[src/sv/gic_pkg.sv]
// Shared types and constants for the gamepad input conditioner.
package gic_pkg;

    // Pad type codes
    localparam logic [7:0] KIND_DIGITAL = 8'h41;
    localparam logic [7:0] KIND_ANALOG  = 8'h23;
    localparam logic [7:0] KIND_NONE    = 8'h00;

    // Fault codes
    localparam logic [1:0] FAULT_NONE  = 2'd0;
    localparam logic [1:0] FAULT_LINK  = 2'd1;
    localparam logic [1:0] FAULT_ABORT = 2'd2;

    localparam logic [7:0] STATUS_UNUSABLE = 8'd1;

    // Fault hold and suppression
    localparam logic [5:0] HOLD_RELOAD  = 6'h22;
    localparam logic [4:0] SUPPRESS_SET = 5'h10;

    // Abort combinations on the raw held mask
    localparam logic [15:0] ABORT_PAIR_A = 16'h5000;
    localparam logic [15:0] ABORT_PAIR_B = 16'hA000;
    localparam logic [15:0] ABORT_ANY    = 16'h01C4;

    // Button bits
    localparam logic [15:0] BTN_RIGHT    = 16'h2000;
    localparam logic [15:0] BTN_LEFT     = 16'h8000;
    localparam logic [15:0] BTN_FIRST    = 16'h0040;
    localparam logic [15:0] BTN_SECOND   = 16'h0080;
    localparam logic [15:0] BTN_SHOULDER = 16'h0004;

    // Levels and thresholds
    localparam logic [7:0] LEVEL_MAX      = 8'h6A;
    localparam logic [7:0] LEVEL_THRESH   = 8'h36;
    localparam logic [7:0] STEER_CENTRE   = 8'h80;
    localparam logic [7:0] STEER_RIGHT_TH = 8'hA3;
    localparam logic [7:0] STEER_LEFT_TH  = 8'h5E;

    // Auto-repeat counter
    localparam logic [5:0] REPEAT_FIRE = 6'h1E;
    localparam logic [5:0] REPEAT_TOP  = 6'h24;

    localparam logic [6:0] STEER_LIMIT_RESET = 7'd127;

    typedef enum logic [2:0] {
        CFG_NEUTRAL_FIRST    = 3'd0,
        CFG_NEUTRAL_SECOND   = 3'd1,
        CFG_NEUTRAL_SHOULDER = 3'd2,
        CFG_STEER_OFFSET     = 3'd3,
        CFG_STEER_DEADZONE   = 3'd4,
        CFG_STEER_LIMIT      = 3'd5
    } t_cfg_index;

    typedef struct packed {
        logic [7:0]        neutral_first;
        logic [7:0]        neutral_second;
        logic [7:0]        neutral_shoulder;
        logic signed [7:0] steer_center_offset;
        logic [6:0]        steer_deadzone;
        logic [6:0]        steer_limit;
    } t_cfg;

    typedef struct packed {
        logic [7:0] link_status;
        logic [7:0] pad_kind;
        logic [7:0] buttons_high;
        logic [7:0] buttons_low;
        logic [7:0] steer_raw;
        logic [7:0] analog_first;
        logic [7:0] analog_second;
        logic [7:0] analog_shoulder;
    } t_in_beat;

    typedef struct packed {
        logic [7:0]        status_out;
        logic [15:0]       held_buttons;
        logic [15:0]       new_buttons;
        logic [15:0]       pressed_buttons;
        logic [7:0]        steer_level;
        logic [6:0]        level_first;
        logic [6:0]        level_second;
        logic [6:0]        level_shoulder;
        logic signed [7:0] steer_signed;
        logic [1:0]        fault_code;
    } t_out_beat;

    typedef struct packed {
        logic [15:0] previous_held;
        logic [5:0]  repeat_count;
        logic [5:0]  fault_hold_count;
        logic [4:0]  suppress_shifter;
        logic [1:0]  fault_latch;
    } t_state;

endpackage

[src/sv/gic_frame.sv]
// Per-frame conditioning logic: result beat and next state from one poll frame.
module gic_frame (
    input  gic_pkg::t_in_beat  i_beat,
    input  gic_pkg::t_cfg      i_cfg,
    input  gic_pkg::t_state    i_state,
    output gic_pkg::t_out_beat o_beat,
    output gic_pkg::t_state    o_state
);

    logic [15:0]       raw_held;
    logic              abort_combo;
    logic [1:0]        fl;
    logic [5:0]        hc;
    logic [4:0]        sh;
    logic [7:0]        kind;
    logic [7:0]        status;
    logic [15:0]       held;
    logic [15:0]       newb;
    logic [15:0]       pressed;
    logic [5:0]        rc;
    logic [7:0]        steer;
    logic [7:0]        l1, l2, l3;
    logic [7:0]        d1, d2, d3;
    logic signed [9:0] centre;
    logic signed [9:0] d;
    logic signed [9:0] r;
    logic signed [9:0] dz;
    logic signed [9:0] lim;

    always_comb begin
        raw_held    = ~{i_beat.buttons_high, i_beat.buttons_low};
        abort_combo = ((raw_held & gic_pkg::ABORT_PAIR_A) == gic_pkg::ABORT_PAIR_A) ||
                      ((raw_held & gic_pkg::ABORT_PAIR_B) == gic_pkg::ABORT_PAIR_B) ||
                      ((raw_held & gic_pkg::ABORT_ANY) != 16'd0);

        // fault latching
        fl = i_state.fault_latch;
        hc = i_state.fault_hold_count;
        sh = i_state.suppress_shifter;
        if (i_beat.link_status != 8'd0) begin
            fl = gic_pkg::FAULT_LINK;
            hc = gic_pkg::HOLD_RELOAD;
            sh = sh | gic_pkg::SUPPRESS_SET;
        end else if (hc != 6'd0) begin
            hc = hc - 6'd1;
            if (i_beat.pad_kind == gic_pkg::KIND_ANALOG && abort_combo) begin
                fl = gic_pkg::FAULT_ABORT;
                hc = gic_pkg::HOLD_RELOAD;
                sh = sh | gic_pkg::SUPPRESS_SET;
            end
        end
        sh   = sh >> 1;
        kind = i_beat.pad_kind;
        if (sh != 5'd0) begin
            kind = gic_pkg::KIND_NONE;
        end else begin
            fl = gic_pkg::FAULT_NONE;
        end

        // analog channels less neutral, floored at zero
        d1 = (i_beat.analog_first >= i_cfg.neutral_first) ?
             i_beat.analog_first - i_cfg.neutral_first : 8'd0;
        d2 = (i_beat.analog_second >= i_cfg.neutral_second) ?
             i_beat.analog_second - i_cfg.neutral_second : 8'd0;
        d3 = (i_beat.analog_shoulder >= i_cfg.neutral_shoulder) ?
             i_beat.analog_shoulder - i_cfg.neutral_shoulder : 8'd0;

        status = i_beat.link_status;
        if (kind == gic_pkg::KIND_DIGITAL) begin
            held  = raw_held;
            steer = gic_pkg::STEER_CENTRE;
            if ((held & gic_pkg::BTN_LEFT) != 16'd0) begin
                if ((held & gic_pkg::BTN_RIGHT) == 16'd0) begin
                    steer = gic_pkg::STEER_CENTRE - {1'b0, i_cfg.steer_limit};
                end
            end else if ((held & gic_pkg::BTN_RIGHT) != 16'd0) begin
                steer = gic_pkg::STEER_CENTRE + {1'b0, i_cfg.steer_limit};
            end
            l1 = ((held & gic_pkg::BTN_FIRST) != 16'd0) ? gic_pkg::LEVEL_MAX : 8'd0;
            l2 = ((held & gic_pkg::BTN_SECOND) != 16'd0) ? gic_pkg::LEVEL_MAX : 8'd0;
            l3 = ((held & gic_pkg::BTN_SHOULDER) != 16'd0) ? gic_pkg::LEVEL_MAX : 8'd0;
            newb = held & ~i_state.previous_held;
        end else if (kind == gic_pkg::KIND_ANALOG) begin
            held  = raw_held;
            steer = i_beat.steer_raw;
            l1 = d1;
            l2 = d2;
            l3 = d3;
            if (steer >= gic_pkg::STEER_RIGHT_TH) held = held | gic_pkg::BTN_RIGHT;
            if (steer < gic_pkg::STEER_LEFT_TH)   held = held | gic_pkg::BTN_LEFT;
            if (l1 >= gic_pkg::LEVEL_THRESH)      held = held | gic_pkg::BTN_FIRST;
            if (l2 >= gic_pkg::LEVEL_THRESH)      held = held | gic_pkg::BTN_SECOND;
            if (l3 >= gic_pkg::LEVEL_THRESH)      held = held | gic_pkg::BTN_SHOULDER;
            newb = held & ~i_state.previous_held;
        end else begin
            if (fl == gic_pkg::FAULT_NONE) fl = gic_pkg::FAULT_ABORT;
            status = gic_pkg::STATUS_UNUSABLE;
            held   = 16'd0;
            newb   = 16'd0;
            steer  = gic_pkg::STEER_CENTRE;
            l1 = 8'd0;
            l2 = 8'd0;
            l3 = 8'd0;
        end

        // new presses plus auto-repeat
        pressed = held & ~i_state.previous_held;
        rc      = 6'd0;
        if (held != 16'd0 && held == i_state.previous_held) begin
            if (i_state.repeat_count == gic_pkg::REPEAT_FIRE) pressed = pressed | held;
            rc = (i_state.repeat_count < gic_pkg::REPEAT_TOP) ?
                 i_state.repeat_count + 6'd1 : gic_pkg::REPEAT_FIRE;
        end

        // steering: centre offset, deadzone, limit
        centre = 10'sd128 + {{2{i_cfg.steer_center_offset[7]}}, i_cfg.steer_center_offset};
        dz     = {3'b000, i_cfg.steer_deadzone};
        lim    = {3'b000, i_cfg.steer_limit};
        d      = $signed({2'b00, steer}) - centre;
        if (d > 10'sd0) begin
            r = d - dz;
            if (r < 10'sd0) r = 10'sd0;
            if (r > lim)    r = lim;
        end else begin
            r = d + dz;
            if (r > 10'sd0) r = 10'sd0;
            if (r < -lim)   r = -lim;
        end

        o_beat.status_out      = status;
        o_beat.held_buttons    = held;
        o_beat.new_buttons     = newb;
        o_beat.pressed_buttons = pressed;
        o_beat.steer_level     = steer;
        o_beat.level_first     = (l1 > gic_pkg::LEVEL_MAX) ? gic_pkg::LEVEL_MAX[6:0] : l1[6:0];
        o_beat.level_second    = (l2 > gic_pkg::LEVEL_MAX) ? gic_pkg::LEVEL_MAX[6:0] : l2[6:0];
        o_beat.level_shoulder  = (l3 > gic_pkg::LEVEL_MAX) ? gic_pkg::LEVEL_MAX[6:0] : l3[6:0];
        o_beat.steer_signed    = r[7:0];
        o_beat.fault_code      = fl;

        o_state.previous_held    = held;
        o_state.repeat_count     = rc;
        o_state.fault_hold_count = hc;
        o_state.suppress_shifter = sh;
        o_state.fault_latch      = fl;
    end

endmodule

[src/sv/gamepad_input_conditioner.sv]
// Top level: config registers, frame state and two-entry output buffer.
// An accepted poll frame's result is registered into the main entry (driving o_out_*) or the skid entry under stall.
// Throughput: one beat per cycle unless stalled; all work is one frame-logic pass before the result register.
// A second result register (skid entry) lets an input beat in while one result waits;
// input ready drops only when both entries are full.
// Reset (synchronous, active low): frame state and buffer valid flags cleared, config to defaults
// (neutrals, offset and deadzone 0, steering limit 127).
module gamepad_input_conditioner (
    input  logic                i_clk,
    input  logic                i_rst_n,
    // poll frame in
    input  logic                i_in_valid,
    output logic                o_in_ready,
    input  gic_pkg::t_in_beat   i_in_beat,
    // result out
    output logic                o_out_valid,
    input  logic                i_out_ready,
    output gic_pkg::t_out_beat  o_out_beat,
    // config writes
    input  logic                i_cfg_valid,
    output logic                o_cfg_ready,
    input  logic [2:0]          i_cfg_index,
    input  logic [7:0]          i_cfg_data
);

    gic_pkg::t_cfg      r_cfg, n_cfg;
    gic_pkg::t_state    r_state;
    gic_pkg::t_state    frame_state;
    gic_pkg::t_out_beat frame_beat;

    // output buffer: main entry drives the port, skid entry catches a beat under stall
    gic_pkg::t_out_beat r_out, n_out;
    gic_pkg::t_out_beat r_skid, n_skid;
    logic               r_out_valid, n_out_valid;
    logic               r_skid_valid, n_skid_valid;

    logic in_accept;
    logic out_fire;

    assign o_in_ready  = !r_skid_valid;
    assign in_accept   = i_in_valid && o_in_ready;
    assign out_fire    = r_out_valid && i_out_ready;
    assign o_out_valid = r_out_valid;
    assign o_out_beat  = r_out;
    assign o_cfg_ready = 1'b1;

    gic_frame u_frame (
        .i_beat  (i_in_beat),
        .i_cfg   (r_cfg),
        .i_state (r_state),
        .o_beat  (frame_beat),
        .o_state (frame_state)
    );

    // config register decode
    always_comb begin
        n_cfg = r_cfg;
        if (i_cfg_valid) begin
            unique case (gic_pkg::t_cfg_index'(i_cfg_index))
                gic_pkg::CFG_NEUTRAL_FIRST:    n_cfg.neutral_first       = i_cfg_data;
                gic_pkg::CFG_NEUTRAL_SECOND:   n_cfg.neutral_second      = i_cfg_data;
                gic_pkg::CFG_NEUTRAL_SHOULDER: n_cfg.neutral_shoulder    = i_cfg_data;
                gic_pkg::CFG_STEER_OFFSET:     n_cfg.steer_center_offset = i_cfg_data;
                gic_pkg::CFG_STEER_DEADZONE:   n_cfg.steer_deadzone      = i_cfg_data[6:0];
                gic_pkg::CFG_STEER_LIMIT:      n_cfg.steer_limit         = i_cfg_data[6:0];
                default:                       n_cfg = r_cfg;   // unmapped index ignored
            endcase
        end
    end

    always_ff @(posedge i_clk) begin
        if (!i_rst_n) begin
            r_cfg.neutral_first       <= 8'd0;
            r_cfg.neutral_second      <= 8'd0;
            r_cfg.neutral_shoulder    <= 8'd0;
            r_cfg.steer_center_offset <= 8'sd0;
            r_cfg.steer_deadzone      <= 7'd0;
            r_cfg.steer_limit         <= gic_pkg::STEER_LIMIT_RESET;
        end else begin
            r_cfg <= n_cfg;
        end
    end

    // frame state advances once per accepted beat
    always_ff @(posedge i_clk) begin
        if (!i_rst_n) begin
            r_state <= '0;
        end else if (in_accept) begin
            r_state <= frame_state;
        end
    end

    // output buffer control
    always_comb begin
        n_out        = r_out;
        n_out_valid  = r_out_valid;
        n_skid       = r_skid;
        n_skid_valid = r_skid_valid;
        if (out_fire || !r_out_valid) begin
            if (r_skid_valid) begin
                n_out        = r_skid;
                n_out_valid  = 1'b1;
                n_skid_valid = 1'b0;
            end else if (in_accept) begin
                n_out       = frame_beat;
                n_out_valid = 1'b1;
            end else begin
                n_out_valid = 1'b0;
            end
        end else if (in_accept) begin
            // main entry stalled: park the beat
            n_skid       = frame_beat;
            n_skid_valid = 1'b1;
        end
    end

    always_ff @(posedge i_clk) begin
        if (!i_rst_n) begin
            r_out_valid  <= 1'b0;
            r_skid_valid <= 1'b0;
        end else begin
            r_out_valid  <= n_out_valid;
            r_skid_valid <= n_skid_valid;
        end
    end

    // payload, no reset
    always_ff @(posedge i_clk) begin
        r_out  <= n_out;
        r_skid <= n_skid;
    end

endmodule

[config.mk]
export PLATFORM = sky130hd
export DESIGN_NAME = gamepad_input_conditioner
export DESIGN_NICKNAME = d
export VERILOG_FILES = /design/src/sv/gic_pkg.sv /design/src/sv/gic_frame.sv /design/src/sv/gamepad_input_conditioner.sv
export SDC_FILE = /design/constraint.sdc
export NUM_CORES = 1
export LEC_CHECK = 0
export ABC_AREA = 1
export CORE_UTILIZATION = 40
export CTS_CLUSTER_DIAMETER = 60
export DETAILED_ROUTE_END_ITERATION = 6
export DONT_BUFFER_PORTS = 1
export GPL_TIMING_DRIVEN = 0
export PLACE_DENSITY_LB_ADDON = 0.3
export SLEW_MARGIN = 20
export SYNTH_ARGS = -nofsm -noshare
export SYNTH_HDL_FRONTEND = slang
export SYNTH_SLANG_ARGS = --single-unit
[constraint.sdc]
create_clock -name i_clk -period 8.1 [get_ports i_clk]
set_input_delay 0.81 -clock i_clk [delete_from_list [all_inputs] [get_ports i_clk]]
set_output_delay 0.81 -clock i_clk [all_outputs]
set_load 0.02 [all_outputs]
==> results.md <==
Layout:
- The area added between synthesis and finish is 12.6%.
- After filler insertion, the fill cell instance count of the layout stands at 3562.
- 0 antenna diodes ended up in the layout.
- The library cells used most frequently in the layout, excluding fill and tap cells, are nand2_1, inv_1, edfxtp_1.
- The post-route netlist has 8.31% of its cells at a drive strength greater than 1.
- The area of all sequential standard cells is approximately 7300 um^2.
- Summing all multi-input logic gate instances after layout gives between 6000 and 7000 um^2.
- The commonest non-fill, non-tap cell in the layout is nand2_1.
- For this run, the post-layout net count is 1969.

Logic synthesis:
- The flop and latch count out of synthesis is between 200 and 300.
- The sequential element share of the synthesized area is roughly 49%.
- The prevailing post-synth register cell is edfxtp_1.
- After synthesis, the share of flip-flops with an asynchronous set or reset is 0%.
- By area the synthesized netlist is led by edfxtp_1, dfxtp_1, nand2_1.
- The warning count from the yosys run is 0.
- The count of flip-flops with a built-in enable after synthesis is 190.
- In this run the mean area of a mapped cell was roughly 8.6 um^2.
- The instance count of the mapped netlist is about 1700.
- The cell area that synthesis handed to floorplanning was 15000 um^2.
- Counting distinct cell types in the post-synthesis netlist gives between 50 and 60.
- The post-synthesis cell type with the largest combined area is edfxtp_1.
- The fraction of post-synthesis cell area in the top cell type by area is a little under two fifths.

Worst setup path:
- Across all register-to-register paths, the minimum setup slack is 0.83 ns.
- In this run the critical register-to-register path is captured at o_out_beat[8].
- STA puts the critical path data required time at between 8 and 9 ns.
- The peak fanout along the critical path is 10.
- The critical path is of the in -> reg type.
- Counting both buffers and inverters, the worst setup path holds a total of 8.
- The most frequent cell on the critical path is nand2_1.
- Counting cells, the worst reg-to-reg path comes to 45.
- The kind of end point of the critical path is a flip-flop.
- The launch instance of the worst register-to-register path is r_state[7].
- The worst setup path is launched from an input pin.
- The arrival time at the worst endpoint is 7.73 ns.
- The delay of the slowest critical-path stage is between 0.5 and 0.6 ns.
- The largest individual stage delay along the critical path comes from the cell nor4_1.
- On the critical path the largest part of the delay comes from simple AND/OR/NAND/NOR gates.

Drt:
- The final routed wirelength across all metal layers is between 40 and 50 mm.
- The detail route stage leaves a number of antenna-violating nets equal to 0.
- After the first detailed-routing iteration, the DRC count stood at 707.
- After detailed routing, the average wire length per cell comes to 18.1 um.
- The total number of vias is 11727.
- The mean number of vias per cell is between 5 and 6.
- The residual DRC count is 0.
- The first detailed-routing pass ran for 5 iterations.

Die:
- In this run the standard cell core region covers between 30000 and 40000 um^2.
- In this run the count of I/O pins placed on the die edge is about 180.
- The die area is 38300 um^2.
- The die width is 196 um.
- The total number of placement rows is 70.
- The die is 196 um tall.
- The initial standard-cell utilization of the core is between 40% and 50%.

Timing:
- The post-route clock skew is about 0.037 ns.
- The slew at the pin closest to its max-slew limit is about 0.76 ns.
- After layout, the worst path uses 89.9% of the clock period.
- Final hold analysis gives a worst-case slack of 0.385 ns.
- The shortest period the worst path allows is ~7.3 ns.
- Across all setup checks in the final design, the least slack found is 0.815 ns.
- The worst slew margin relative to its limit is between 40% and 50%.
- The count of final max-slew check failures is 0.
- Setup repair after global routing left no endpoint under its margin.
- Derived from the worst setup path, the maximum achievable clock frequency is ~0.14 GHz.
- The final hold violation count is 0.
- The final-report setup violation count is 0.

Global route:
- The number of global-route vias before repair is 11352.
- The largest net degree at the start of global routing is 30.
- Global routing consumed, over all layers together, a little over a fifth of the routing resources.
- Global routing finished with a remaining overflow of 0.
- The initial antenna violation count is 0.
- The wire length of the first global-routing pass is 63.5 mm.

Clocking:
- Clock-pin slew was measured on the worst setup and hold paths at 0.06 ns.
- Clock tree synthesis selected as its root buffer the cell clkbuf_16.
- The clock insertion delay at the later pin of the skew report is 0.59 ns.
- The clock passes through at most 3 buffers.
- The number of sinks on the clock net is 271.
- The number of H-tree branching levels is 1.
- The clock tree from TritonCTS is built.
- The TritonCTS buffer count is 31.

Place:
- Before CTS, the worst setup slack after placement is -0.122 ns.
- Routability-driven placement finished with a final weighted congestion of roughly 0.96.
- Detailed placement finished with a half-perimeter wire length of about 32 mm.
- The count of buffers added on input and output ports is 0.

Hold path:
- The min-delay analysis places its worst path in the category in -> reg.
- Along the worst hold path, the cell count comes to 2.
- The launch instance of the worst min-delay path is i_cfg_data[1].
- For hold timing, the worst endpoint is r_cfg[1].

Flow run:
- The number of violations of the max-capacitance limit is 0.

Power:
- The leakage dissipation is 7.55 nW.
- The power density over cell area is approximately 210 nW/um^2.
- Across the VDD grid, the largest voltage drop is just under 200 uV.

Run status:
- The flow ran to the end, and the final reports show no timing, DRC or antenna violations.
-- worst max path at each step --
stage                        startpoint  depth (start not counted)             to
after detailed placement  i_in_beat[51]                         40      r_skid[8]
after floorplan           i_in_beat[51]                         38      r_skid[8]
final                     i_in_beat[51]                         42  o_out_beat[8]
after global placement       i_in_valid                          5     r_skid[23]
after global routing         r_state[8]                         45  o_out_beat[6]
after CTS                    r_state[7]                         43      r_skid[8]
-- layer usage --
layer / wire length, um / GRT usage [%]
met1: 17900 / 27.4
met4: 1130 / 6.74
met5: 0 / 0
met2: 19100 / 36.2
met3: 3220 / 5.07
-- sequential cells by signal (all words and copies together), names as in the netlist --
signal / flops
r_state: 33
o_out_valid: 1
o_out_beat: 95
r_skid: 95
r_skid_valid: 1
r_cfg: 46
-- final cells by class --
type                            count  share of cell area (%)
Buffer                             45                    1.24
Clock buffer                       40                    5.08
Clock inverter                     18                    1.12
Inverter                          290                    6.45
Multi-Input combinational cell   1146                    38.2
Sequential cell                   271                    43.3
Tap cell                          468                    3.46
Timing Repair Buffer                8                    1.12
-- cells by family (layout without fill, tap and decap cells) --
group / after synthesis / in the layout / synth area share [%]
AND/OR/NAND/NOR: 725 / 725 / 21.5
adder cells (fa/ha/maj): 96 / 96 / 8.35
other: 2 / 8 / 0.0500
AO/OA/AOI/OAI: 290 / 290 / 10.9
XOR/XNOR: 14 / 14 / 0.816
buffers and inverters: 335 / 401 / 8.66
flip-flops: 271 / 271 / 48.8
multiplexers: 13 / 13 / 0.966
-- synthesized netlist by cell type, types with 3 or more instances --
master and number:
a21o_1 3, and2_1 7, nand3_2 6, nand3_1 116, buf_2 5, nor2_1 181
or2_2 14, nand2_1 322, o22ai_1 7, o21ai_1 8, a31oi_1 6, xor2_1 13
o211ai_1 11, ha_1 89, clkbuf_1 30, edfxtp_1 190, o21ai_0 90, buf_1 5
mux2_2 12, nor3_1 17, dfxtp_1 81, o21bai_1 11, nand2_2 9, inv_1 280
a211oi_1 4, o31ai_1 3, nor2_2 8, nor4_1 5, fa_1 7, nand4_2 3
a21oi_1 133, inv_2 7, nand4_1 25
-- where the power goes --
| group | switching, mW | leakage, nW | internal [mW] |
|---|---|---|---|
| Combinational | 0.335 | 4.60 | 0.167 |
| Clock | 0.583 | 0.513 | 0.823 |
| Sequential | 0.0753 | 2.43 | 1.56 |
| Total | 0.993 | 7.55 | 2.55 |
-- per-stage QoR --
stage / instances / util, % / TNS, ns / power (mW) / cell area, um^2
after floorplan: 1752 / - / 0 / 2.03 / 15000
after global placement: 2220 / 42.5 / -83.81 / 2.16 / 15600
after detailed placement: 2228 / 43.0 / -1.42 / 2.16 / 15800
after CTS: 2286 / 45.9 / 0 / 3.58 / 16900
after global routing: 2286 / 46.0 / 0 / 3.70 / 16900
final: 2286 / 46.0 / 0 / 3.55 / 16900
-- timing repair --
action | CTS | global route
buffers inserted | 0 | 0
resized for setup | 0 | 5
endpoints found under the setup margin | 0 | 16
hold buffers | 0 | 0
endpoints found under the hold margin | 0 | 0
(Power assumes the default switching activity.)
